## src/hw/rtl/md5rs_pkg.sv

```systemverilog
// Shared types, tables and step functions of the MD5 round-step engine.
// No dependencies.
package md5rs_pkg;

	localparam int unsigned WordW = 32;
	localparam int unsigned IdxW  = 4;
	localparam int unsigned CntW  = 6;

	typedef enum logic [1:0] {
		ST_IDLE,
		ST_PRIME,
		ST_RUN,
		ST_HOLD
	} state_t;

	typedef enum logic {
		CMD_WORK = 1'b0,
		CMD_MSG  = 1'b1
	} cmd_t;

	typedef enum logic [1:0] {
		SEL_A = 2'd0,
		SEL_B = 2'd1,
		SEL_C = 2'd2,
		SEL_D = 2'd3
	} sel_t;

	typedef enum logic [1:0] {
		RND_F = 2'd0,
		RND_G = 2'd1,
		RND_H = 2'd2,
		RND_I = 2'd3
	} round_t;

	typedef struct packed {
		logic s_ready;
		logic rd_en;
		logic step;
		logic out_load;
	} ctrl_t;

	function automatic logic [IdxW-1:0] msg_index(input logic [CntW-1:0] cnt);
		logic [IdxW-1:0] t;
		logic [IdxW-1:0] mi;
		t = cnt[IdxW-1:0];
		case (round_t'(cnt[5:4]))
			RND_F: mi = t;
			RND_G: mi = {t[1:0], 2'b00} + t + 4'd1;
			RND_H: mi = {t[2:0], 1'b0} + t + 4'd5;
			RND_I: mi = {t[0], 3'b000} - t;
			default: mi = t;
		endcase
		return mi;
	endfunction

	function automatic logic [4:0] shift_amt(input logic [3:0] sel);
		logic [4:0] s;
		case (sel)
			4'd0: s = 5'd7;
			4'd1: s = 5'd12;
			4'd2: s = 5'd17;
			4'd3: s = 5'd22;
			4'd4: s = 5'd5;
			4'd5: s = 5'd9;
			4'd6: s = 5'd14;
			4'd7: s = 5'd20;
			4'd8: s = 5'd4;
			4'd9: s = 5'd11;
			4'd10: s = 5'd16;
			4'd11: s = 5'd23;
			4'd12: s = 5'd6;
			4'd13: s = 5'd10;
			4'd14: s = 5'd15;
			4'd15: s = 5'd21;
			default: s = 5'd7;
		endcase
		return s;
	endfunction

	function automatic logic [WordW-1:0] sine_k(input logic [CntW-1:0] n);
		logic [WordW-1:0] k;
		case (n)
			6'd0: k = 32'hd76aa478;
			6'd1: k = 32'he8c7b756;
			6'd2: k = 32'h242070db;
			6'd3: k = 32'hc1bdceee;
			6'd4: k = 32'hf57c0faf;
			6'd5: k = 32'h4787c62a;
			6'd6: k = 32'ha8304613;
			6'd7: k = 32'hfd469501;
			6'd8: k = 32'h698098d8;
			6'd9: k = 32'h8b44f7af;
			6'd10: k = 32'hffff5bb1;
			6'd11: k = 32'h895cd7be;
			6'd12: k = 32'h6b901122;
			6'd13: k = 32'hfd987193;
			6'd14: k = 32'ha679438e;
			6'd15: k = 32'h49b40821;
			6'd16: k = 32'hf61e2562;
			6'd17: k = 32'hc040b340;
			6'd18: k = 32'h265e5a51;
			6'd19: k = 32'he9b6c7aa;
			6'd20: k = 32'hd62f105d;
			6'd21: k = 32'h02441453;
			6'd22: k = 32'hd8a1e681;
			6'd23: k = 32'he7d3fbc8;
			6'd24: k = 32'h21e1cde6;
			6'd25: k = 32'hc33707d6;
			6'd26: k = 32'hf4d50d87;
			6'd27: k = 32'h455a14ed;
			6'd28: k = 32'ha9e3e905;
			6'd29: k = 32'hfcefa3f8;
			6'd30: k = 32'h676f02d9;
			6'd31: k = 32'h8d2a4c8a;
			6'd32: k = 32'hfffa3942;
			6'd33: k = 32'h8771f681;
			6'd34: k = 32'h6d9d6122;
			6'd35: k = 32'hfde5380c;
			6'd36: k = 32'ha4beea44;
			6'd37: k = 32'h4bdecfa9;
			6'd38: k = 32'hf6bb4b60;
			6'd39: k = 32'hbebfbc70;
			6'd40: k = 32'h289b7ec6;
			6'd41: k = 32'heaa127fa;
			6'd42: k = 32'hd4ef3085;
			6'd43: k = 32'h04881d05;
			6'd44: k = 32'hd9d4d039;
			6'd45: k = 32'he6db99e5;
			6'd46: k = 32'h1fa27cf8;
			6'd47: k = 32'hc4ac5665;
			6'd48: k = 32'hf4292244;
			6'd49: k = 32'h432aff97;
			6'd50: k = 32'hab9423a7;
			6'd51: k = 32'hfc93a039;
			6'd52: k = 32'h655b59c3;
			6'd53: k = 32'h8f0ccc92;
			6'd54: k = 32'hffeff47d;
			6'd55: k = 32'h85845dd1;
			6'd56: k = 32'h6fa87e4f;
			6'd57: k = 32'hfe2ce6e0;
			6'd58: k = 32'ha3014314;
			6'd59: k = 32'h4e0811a1;
			6'd60: k = 32'hf7537e82;
			6'd61: k = 32'hbd3af235;
			6'd62: k = 32'h2ad7d2bb;
			6'd63: k = 32'heb86d391;
			default: k = 32'hd76aa478;
		endcase
		return k;
	endfunction

endpackage

```

## src/hw/rtl/md5rs_msg_ram.sv

```systemverilog
// Sixteen-word message store, one write and one registered read port.
// Uses md5rs_pkg.
module md5rs_msg_ram (
	input  logic                     clk,
	input  logic                     we,
	input  logic [md5rs_pkg::IdxW-1:0]  waddr,
	input  logic [md5rs_pkg::WordW-1:0] wdata,
	input  logic                     re,
	input  logic [md5rs_pkg::IdxW-1:0]  raddr,
	output logic [md5rs_pkg::WordW-1:0] rdata
);
	import md5rs_pkg::*;

	logic [WordW-1:0] mem [16];

	always_ff @(posedge clk) begin
		if (we) begin
			mem[waddr] <= wdata;
		end
	end

	always_ff @(posedge clk) begin
		if (re) begin
			rdata <= mem[raddr];
		end
	end

endmodule

```

## src/hw/rtl/md5rs_step_unit.sv

```systemverilog
// One MD5 step: round function, constant, rotate and add giving the new B.
// Uses md5rs_pkg.
module md5rs_step_unit (
	input  logic [md5rs_pkg::WordW-1:0] a,
	input  logic [md5rs_pkg::WordW-1:0] b,
	input  logic [md5rs_pkg::WordW-1:0] c,
	input  logic [md5rs_pkg::WordW-1:0] d,
	input  logic [md5rs_pkg::WordW-1:0] m,
	input  logic [md5rs_pkg::CntW-1:0]  cnt,
	output logic [md5rs_pkg::WordW-1:0] new_b
);
	import md5rs_pkg::*;

	logic [WordW-1:0]   fv;
	logic [WordW-1:0]   sum;
	logic [4:0]         sh;
	logic [2*WordW-1:0] dbl;

	always_comb begin
		case (round_t'(cnt[5:4]))
			RND_F: fv = (b & c) | (~b & d);
			RND_G: fv = (b & d) | (c & ~d);
			RND_H: fv = b ^ c ^ d;
			RND_I: fv = c ^ (b | ~d);
			default: fv = b ^ c ^ d;
		endcase
	end

	assign sum   = a + fv + m + sine_k(cnt);
	assign sh    = shift_amt({cnt[5:4], cnt[1:0]});
	assign dbl   = {sum, sum} << sh;
	assign new_b = b + dbl[2*WordW-1:WordW];

endmodule

```

## src/hw/rtl/md5rs_ctrl.sv

```systemverilog
// Sequencer: load, read prime, 64 steps, result hand-off.
// Uses md5rs_pkg.
module md5rs_ctrl (
	input  logic             clk,
	input  logic             arst_n,
	input  logic             s_tvalid,
	input  logic             start,
	input  logic             last_step,
	input  logic             out_free,
	output md5rs_pkg::ctrl_t ctrl
);
	import md5rs_pkg::*;

	state_t state_q;
	state_t state_next;

	always_ff @(posedge clk or negedge arst_n) begin
		if (!arst_n) begin
			state_q <= ST_IDLE;
		end else begin
			state_q <= state_next;
		end
	end

	always_comb begin
		state_next = state_q;
		case (state_q)
			ST_IDLE: begin
				if (s_tvalid && start) state_next = ST_PRIME;
			end
			ST_PRIME: begin
				state_next = ST_RUN;
			end
			ST_RUN: begin
				if (last_step) state_next = ST_HOLD;
			end
			ST_HOLD: begin
				if (out_free) state_next = ST_IDLE;
			end
			default: begin
				state_next = ST_IDLE;
			end
		endcase
	end

	always_comb begin
		ctrl = '0;
		case (state_q)
			ST_IDLE: begin
				ctrl.s_ready = 1'b1;
			end
			ST_PRIME: begin
				ctrl.rd_en = 1'b1;
			end
			ST_RUN: begin
				ctrl.rd_en = 1'b1;
				ctrl.step  = 1'b1;
			end
			ST_HOLD: begin
				ctrl.out_load = out_free;
			end
			default: begin
				ctrl = '0;
			end
		endcase
	end

endmodule

```

## src/hw/rtl/md5_round_steps.sv

```systemverilog
// MD5 round-step engine top: working words, step counter, result register.
// Uses md5rs_pkg, md5rs_msg_ram, md5rs_step_unit, md5rs_ctrl.
//
//  channel | dir | tdata                          | tuser     | tlast
//  s_      | in  | word_index[3:0] data_word[35:4] | command   | last
//  m_      | out | out_a out_b out_c out_d (x32)   | -         | -
//
// A last-marked message transfer starts a run to the result: one read prime, then 64
// steps through the single step unit (one message-store read each), then the load into
// the output register.
// Reset clears working words, counter and control; the message store is not cleared.
// m_tready low holds the result; a following run then waits before hand-off.
module md5_round_steps (
	input  logic          clk,
	input  logic          arst_n,
	input  logic          s_tvalid,
	output logic          s_tready,
	input  logic [39:0]   s_tdata,  // word_index[3:0], data_word[35:4], zero[39:36]
	input  logic          s_tuser,  // command[0]
	input  logic          s_tlast,
	output logic          m_tvalid,
	input  logic          m_tready,
	output logic [127:0]  m_tdata   // out_a[31:0], out_b[63:32], out_c[95:64], out_d[127:96]
);
	import md5rs_pkg::*;

	ctrl_t            ctrl;
	logic [IdxW-1:0]  in_idx;
	logic [WordW-1:0] in_word;
	logic             accept;
	logic             is_msg;
	logic             start;
	logic             out_free;
	logic [CntW-1:0]  cnt_q;
	logic [CntW-1:0]  rd_cnt;
	logic [IdxW-1:0]  raddr;
	logic [WordW-1:0] msg_word;
	logic [WordW-1:0] new_b;
	logic [WordW-1:0] a_q, b_q, c_q, d_q;
	logic             m_tvalid_q;
	logic [127:0]     m_tdata_q;

	assign in_idx   = s_tdata[3:0];
	assign in_word  = s_tdata[35:4];
	assign s_tready = ctrl.s_ready;
	assign accept   = s_tvalid && ctrl.s_ready;
	assign is_msg   = (cmd_t'(s_tuser) == CMD_MSG);
	assign start    = is_msg && s_tlast;
	assign out_free = !m_tvalid_q || m_tready;
	assign rd_cnt   = ctrl.step ? cnt_q + 6'd1 : cnt_q;
	assign raddr    = msg_index(rd_cnt);

	md5rs_ctrl u_ctrl (
		.clk       (clk),
		.arst_n    (arst_n),
		.s_tvalid  (s_tvalid),
		.start     (start),
		.last_step (cnt_q == 6'd63),
		.out_free  (out_free),
		.ctrl      (ctrl)
	);

	md5rs_msg_ram u_ram (
		.clk   (clk),
		.we    (accept && is_msg),
		.waddr (in_idx),
		.wdata (in_word),
		.re    (ctrl.rd_en),
		.raddr (raddr),
		.rdata (msg_word)
	);

	md5rs_step_unit u_step (
		.a     (a_q),
		.b     (b_q),
		.c     (c_q),
		.d     (d_q),
		.m     (msg_word),
		.cnt   (cnt_q),
		.new_b (new_b)
	);

	always_ff @(posedge clk or negedge arst_n) begin
		if (!arst_n) begin
			a_q   <= '0;
			b_q   <= '0;
			c_q   <= '0;
			d_q   <= '0;
			cnt_q <= '0;
		end else if (ctrl.step) begin
			a_q   <= d_q;
			b_q   <= new_b;
			c_q   <= b_q;
			d_q   <= c_q;
			cnt_q <= cnt_q + 6'd1;
		end else if (accept && !is_msg && (in_idx[3:2] == 2'b00)) begin
			case (sel_t'(in_idx[1:0]))
				SEL_A: a_q <= in_word;
				SEL_B: b_q <= in_word;
				SEL_C: c_q <= in_word;
				SEL_D: d_q <= in_word;
				default: a_q <= a_q;
			endcase
		end
	end

	always_ff @(posedge clk or negedge arst_n) begin
		if (!arst_n) begin
			m_tvalid_q <= 1'b0;
		end else if (ctrl.out_load) begin
			m_tvalid_q <= 1'b1;
		end else if (m_tready) begin
			m_tvalid_q <= 1'b0;
		end
	end

	always_ff @(posedge clk) begin
		if (ctrl.out_load) begin
			m_tdata_q <= {d_q, c_q, b_q, a_q};
		end
	end

	assign m_tvalid = m_tvalid_q;
	assign m_tdata  = m_tdata_q;

endmodule

```

## config.mk

```make
export PLATFORM = sky130hd
export DESIGN_NAME = md5_round_steps
export DESIGN_NICKNAME = d
export VERILOG_FILES = /design/src/hw/rtl/md5rs_pkg.sv /design/src/hw/rtl/md5rs_msg_ram.sv /design/src/hw/rtl/md5rs_step_unit.sv /design/src/hw/rtl/md5rs_ctrl.sv /design/src/hw/rtl/md5_round_steps.sv
export SDC_FILE = /design/constraint.sdc
export NUM_CORES = 2
export LEC_CHECK = 0
export BUFFER_PORTS_ARGS = -buffer_cell sky130_fd_sc_hd__buf_2
export CAP_MARGIN = 25
export CORE_ASPECT_RATIO = 1.2
export CORE_MARGIN = 4
export CORE_UTILIZATION = 30
export DETAILED_ROUTE_END_ITERATION = 8
export PLACE_DENSITY = 0.47
export SYNTH_ARGS = -nofsm -noshare
export SYNTH_HDL_FRONTEND = slang
export SYNTH_HIERARCHICAL = 1
export SYNTH_SLANG_ARGS = --single-unit
```

## constraint.sdc

```tcl
create_clock -name clk -period 12.2 [get_ports clk]
set_input_delay 1.22 -clock clk [delete_from_list [all_inputs] [get_ports clk]]
set_output_delay 1.22 -clock clk [all_outputs]
set_load 0.01 [all_outputs]
```

== After elaboration in Yosys (flattened, before gate mapping) ==
Memories as Yosys holds them, arrays and structs flattened. A register that Yosys moved wholly into a read port is not among the register bits.
Cells that the tools add are included.

* Register bits: 265
* RAM bits: 512
* ROM bits: 2128
* Output and inout bits: 130
* Memories kept: 3

* Add/sub/neg operators: 10
* Equal/unequal tests: 16
* Shift-type cells: 1
* Mux-type cells: 27
* Bitwise operators: 12
* Reductions and logical operators: 26

{| class="wikitable"
|+ Memory list
! name !! depth !! width !! rd ports !! clocked after memory_dff !! wr ports !! RTL line !! text
|-
| (no name shown) || 64 || 32 || 1 || 0 || 0 || md5rs_pkg.sv:82 || <nowiki>case (n)</nowiki>
|-
| u_ram.mem || 16 || 32 || 1 || 1 || 1 || md5rs_msg_ram.sv:14 || <nowiki>logic [WordW-1:0] mem [16];</nowiki>
|-
| (no name shown) || 16 || 5 || 1 || 0 || 0 || md5rs_pkg.sv:58 || <nowiki>case (sel)</nowiki>
|}

{| class="wikitable"
|+ Operators with widths
! kind !! count
|-
| 32-bit two-way mux || 12
|-
| 32-bit adder || 4
|-
| 32-bit bitwise AND || 4
|-
| 32-bit case mux with 4 select lines || 1
|-
| 32-bit bitwise OR || 3
|-
| 32-bit bitwise XOR || 3
|-
| 32-bit NOT || 2
|-
| 64-bit by 5-bit << shifter with 64-bit output || 1
|-
| 2-bit equality test (second input constant) || 8
|-
| 4-bit case mux with 4 select lines || 1
|-
| 2-bit nonzero test || 6
|-
| 2-bit logical NOT || 5
|-
| 4-bit adder || 2
|-
| 2-bit by 1-bit equality test with 1-bit output (second input constant) || 4
|-
| 1-bit two-way mux || 8
|-
| 2-bit case mux with 4 select lines || 1
|-
| 2-bit AND reduction || 4
|-
| 6-bit by 1-bit adder with 6-bit output (second input constant) || 1
|-
| 6-bit equality test (second input constant) || 1
|-
| 1-bit logical AND || 6
|-
| 2-bit two-way mux || 3
|-
| 6-bit two-way mux || 1
|-
| 2-bit by 1-bit inequality test with 1-bit output (second input constant) || 3
|-
| 4-bit by 1-bit adder with 4-bit output (second input constant) || 1
|-
| 6 further kinds || 7
|}

== Depth between registers and ports, before layout ==
* Depth after elaboration: 10
* Mapped depth: 42
* Depth with buffers taken out: 38

== By module ==
The synthesis kept the hierarchy.

{| class="wikitable"
|+ Modules (own cells, without submodules)
! module !! instances !! cells an instance !! area each (um2)
|-
| md5rs_msg_ram || 1 || 838 || 20174.3
|-
| md5rs_step_unit || 1 || 1951 || 12700.9
|-
| md5_round_steps || 1 || 872 || 10675.2
|-
| md5rs_ctrl || 1 || 15 || 166.4
|}

== Worst setup path after synthesis ==
No wires, ideal clock.

* Path type: reg-to-reg
* From: register cnt_q[4]
* To: register b_q[30]
* Library setup time: 122 ps
* Arrival time: 8299 ps
* Data required time: 12078 ps
* Slack: 3779 ps
* Stages on the path, launching flop included: 41
* Buffers on the path: 5
* Cell sequence: dfrtp_1 buf_2 buf_2 buf_1 clkbuf_1 buf_1 nor3_1 nor3_1 o22ai_1 fa_1 fa_1 inv_1 ha_1 inv_1 fa_1 nand2b_1 a21o_1 a211o_1 [5 not listed] mux2i_1 mux2_2 a21oi_1 ha_1 fa_1 a21oi_1 o21ai_0 a21oi_1 a211o_1 a21oi_1 o21ai_0 a31oi_1 o21ai_0 a211oi_1 nor4_1 a311o_1 nor2b_1 a21oi_1

* Word-level cells in the longest chain between the ends: 8
* Elaborated cells between the ends (all ways): 13
* Those cells by class: 4 x add/sub; 3 x eq/ne; 1 x shift; 2 x mux; 1 x reduce/logical; 2 x memory

{| class="wikitable"
|+ RTL lines
! element !! RTL line !! text
|-
| start, declared || md5_round_steps.sv:34 || <nowiki>logic [CntW-1:0] cnt_q;</nowiki>
|-
| start signal, assigned || md5_round_steps.sv:95 || <nowiki>cnt_q <= cnt_q + 6'd1;</nowiki>
|-
| 2-bit equality test, or another cell as far along || md5rs_step_unit.sv:20 || <nowiki>case (round_t'(cnt[5:4]))</nowiki>
|-
| 32-bit case mux with 4 select lines || md5rs_step_unit.sv:20 ||
|-
| 32-bit adder (3 in a row) || md5rs_step_unit.sv:29 || <nowiki>assign sum = a + fv + m + sine_k(cnt);</nowiki>
|-
| 64-bit by 5-bit << shifter with 64-bit output * || md5rs_step_unit.sv:31 || <nowiki>assign dbl = {sum, sum} << sh;</nowiki>
|-
| 32-bit adder * || md5rs_step_unit.sv:32 || <nowiki>assign new_b = b + dbl[2*WordW-1:WordW];</nowiki>
|-
| named net new_b[30] || md5_round_steps.sv:38 || <nowiki>logic [WordW-1:0] new_b;</nowiki>
|-
| 32-bit two-way mux * || md5_round_steps.sv:90 || <nowiki>end else if (ctrl.step) begin</nowiki>
|-
| end signal, assigned || md5_round_steps.sv:92 || <nowiki>b_q <= new_b;</nowiki>
|-
| end signal, assigned || md5_round_steps.sv:99 || <nowiki>SEL_B: b_q <= in_word;</nowiki>
|-
| end, declared || md5_round_steps.sv:39 || <nowiki>logic [WordW-1:0] a_q, b_q, c_q, d_q;</nowiki>
|}

Mark *: on every way through the listed nets, which the timed path passes. The rest lies on a longest branch.
A chain may end at the register's enable or synchronous reset.

== Worst setup path in the final report ==
* From: register cnt_q[0]
* To: register b_q[30]

* Word-level cells in the longest chain between the ends: 5
* Elaborated cells between the ends (all ways): 6
* Those cells by class: 2 x add/sub; 1 x shift; 1 x mux; 2 x memory

{| class="wikitable"
|+ RTL lines
! element !! RTL line
|-
| memory read 64 x 32 bit || n/a
|-
| 32-bit adder || md5rs_step_unit.sv:29
|-
| 64-bit by 5-bit << shifter with 64-bit output * || md5rs_step_unit.sv:31
|-
| 32-bit adder * || md5rs_step_unit.sv:32
|-
| named net new_b[30] || md5_round_steps.sv:38
|-
| 32-bit two-way mux * || md5_round_steps.sv:90
|}

Marks and branches as above.

==> impl_metrics.env <==
export IMPL_drt_iter0_drc=2641
export IMPL_path_clk_slew_ns=0.07
export IMPL_multiInputGateArea_um2=18600
export IMPL_ff2ff_path_depth=43
export IMPL_fillers=14370
export IMPL_timing_final_crit_share_pct=86.0
export IMPL_timing_rr_start="cnt_q[0]$_DFF_PN0_"
export IMPL_critical_path_buf_inv_count=8
export IMPL_reg2reg_slack_ns=1.70
export IMPL_grt_pass1_wl_um=216000
export IMPL_antenna_found_initial=15
export IMPL_via_per_inst=5.34
export IMPL_critPathKind="reg -> reg"
export IMPL_place_area_um2=47300
export IMPL_worstPathMaxFanout=11
export IMPL_synth_warnings=6
export IMPL_ys_ff_latch=809
export IMPL_drc_errors=0
export IMPL_cts_max_level=3
export IMPL_setup_violations=0
export IMPL_synth_cells=3676
export IMPL_hold_slack_ns=0.420
export IMPL_startpoint="cnt_q[0]$_DFF_PN0_"
export IMPL_drt_wirelength_per_cell_um=25.5
export IMPL_cts_resized=0
export IMPL_port_buffers=171
export IMPL_netlist_area_um2=43700
export IMPL_yosysSeqAreaShare_pct=54.0
export IMPL_hold_path_class="in -> async"
export IMPL_die_h_um=426
export IMPL_overflow=0
export IMPL_maxCapViolations=0
export IMPL_clock_path_buffers=3
export IMPL_hold_violations=0
export IMPL_drive_above_1_share_pct=17.9
export IMPL_fin_nets=4033
export IMPL_grt_pass1_vias=30715
export IMPL_syn_to_final_growth_pct=14.6
export IMPL_reg2reg_to="b_q[30]$_DFFE_PN0P_"
export IMPL_grt_setup_unrepaired="false"
export IMPL_routed_wl_um=149000
export IMPL_die_w_um=356
export IMPL_cpMostUsedCell="a21oi_1"
export IMPL_cts_hold_buffers_added=0
export IMPL_insertion_delay_ns=0.69
export IMPL_final_core_util_pct=34.6
export IMPL_cp_required_ns=12.77
export IMPL_slowest_stage="ha_1"
export IMPL_status="finished clean"
export IMPL_max_slew_margin_pct=21.4
export IMPL_std_cell_rows=153
export IMPL_critPathLaunchType="register"
export IMPL_synth_edf_count=672
export IMPL_syn_nets=3879
export IMPL_drtAntennaViolNets=0
export IMPL_fmax_ghz=0.0953
export IMPL_clkSinkCount=809
export IMPL_hpwlAfterDp_um=99800
export IMPL_finClkSkew_ns=0.0320
export IMPL_cpPeakStageDelay_ns=0.63
export IMPL_regArea_um2=23600
export IMPL_grt_max_degree=161
export IMPL_fin_crit_ns=10.50
export IMPL_ios=176
export IMPL_cts_made_buffers=85
export IMPL_die_area_um2=152000
export IMPL_routed_via_count=31246
export IMPL_grt_usage_pct=19.2
export IMPL_cts_tree="done"
export IMPL_synth_ff_type="edfxtp_1"
export IMPL_crit_end="b_q[30]$_DFFE_PN0P_"
export IMPL_cp_top_family="compound AO/OA/AOI/OAI gates"
export IMPL_cts_setup_buffers=0
export IMPL_design_area_um2=50100
export IMPL_dr_pass1_iters=6
export IMPL_worstMarginPinSlew_ns=1.18
export IMPL_yosysUniqueCellTypes=103
export IMPL_path_depth=43
export IMPL_synth_async_sr_flop_share_pct=16.9
export IMPL_final_cell_mix="edfxtp_1, a21oi_1, nand2_1, inv_1, buf_2"
export IMPL_end_kind="register"
export IMPL_core_area_um2=145000
export IMPL_initial_utilization_pct=30.2
export IMPL_finalMaxSlewViolations=0
export IMPL_cts_root_buf="clkbuf_16"
export IMPL_synth_area_per_cell_um2=11.9
export IMPL_critPathArrivalTime_ns=11.06
export IMPL_layout_cells_most_common="edfxtp_1"
export IMPL_setup_tns_final_ns=0
export IMPL_gp_congestion=0.932
==> final cells by class <==
cell class	instances	area share [%]
diodes	13	0.0650
clock buffers	108	4.58
clock inverters	46	0.869
inverters	192	1.44
multi-input cells	2435	37.1
flip-flops and latches	809	47.2
well taps	1937	4.84
repair buffers	307	3.98
==> cell usage after synthesis (5+ instances only) <==
library cell	instances	share of area, %
a21o_1	30	0.52
nor3_1	147	1.7
ha_1	93	2.7
o31ai_1	7	0.12
a311oi_1	17	0.34
mux2_2	44	1.1
clkbuf_1	148	1.3
o21bai_1	10	0.17
buf_2	31	0.35
a211oi_1	29	0.50
nor2_1	175	1.5
buf_4	18	0.31
mux2i_1	70	1.6
and3_1	14	0.20
mux2_1	6	0.15
fa_1	64	2.9
a31oi_1	77	1.1
xor2_1	18	0.36
inv_1	187	1.6
o21a_1	12	0.21
o21ai_0	148	1.7
o311ai_0	12	0.24
nand2b_1	12	0.17
o22ai_1	38	0.54
a221oi_1	36	0.72
dfrtp_1	137	7.8
edfxtp_1	672	46
nand2_1	334	2.9
o211ai_1	29	0.50
nand3b_1	5	0.086
o21ai_1	10	0.11
or3_1	12	0.17
buf_1	39	0.33
and2_1	16	0.23
a211o_1	11	0.22
nor2b_1	126	1.8
a22oi_1	69	1.2
mux4_2	137	7.1
o2111ai_1	9	0.18
nand3_1	56	0.64
xnor2_1	77	1.5
a21oi_1	377	4.3
nand4_1	9	0.13
==> state kept, by name, summed over array words and instances, names as in the netlist <==
signal,cells
u_ram/mem,512
m_tdata,128
a_q,32
b_q,32
c_q,32
d_q,32
u_ram/rdata,32
cnt_q,6
u_ctrl/state_q,2
m_tvalid,1
==> worst min path at each step <==
stage	start	to	slack [ns]	cells past startpoint
after global placement	a_q[23]$_DFFE_PN0P_	m_tdata[23]$_DFFE_PP_	0.46	0
after detailed placement	a_q[23]$_DFFE_PN0P_	m_tdata[23]$_DFFE_PP_	0.46	0
after CTS	arst_n	d_q[26]$_DFFE_PN0P_	0.36	1
after floorplan	a_q[11]$_DFFE_PN0P_	m_tdata[11]$_DFFE_PP_	0.44	0
after global routing	arst_n	d_q[26]$_DFFE_PN0P_	0.42	1
final	arst_n	d_q[26]$_DFFE_PN0P_	0.42	1
==> cells by family (layout without fill, tap and decap cells) <==
kind of cell | count (synthesis) | count (layout) | share of synthesized area (%)
AOI/OAI and AO/OA | 988 | 988 | 14.2
xor gates and xnor gates | 100 | 100 | 2.12
adders and majority gates | 158 | 158 | 5.62
buffers and inverters | 432 | 653 | 4.03
DFF | 809 | 809 | 54.0
muxes | 258 | 258 | 9.98
other | 0 | 13 | 0
and+or+nand+nor | 931 | 931 | 10.1
==> layer usage <==
metal  track usage [%]  vias to the layer above  routed length [um]
li1                  -                    14171                   -
met1              25.6                    15926               64700
met2              32.0                      908               71900
met3              2.52                      233                6870
met4              6.94                        8                5280
met5                 0                        -                  57
==> metrics by stage <==
step                setup WS [ns]  std cells
floorplan                    3.78       3676
global placement             1.80       5676
detailed placement           1.82       5678
CTS                          1.80       5832
global route                 1.04       5834
finish                       1.70       5847
Power is left out: the tool's default activity adds up to more than one toggle a clock period on the data nets, which glitch-free logic cannot reach.
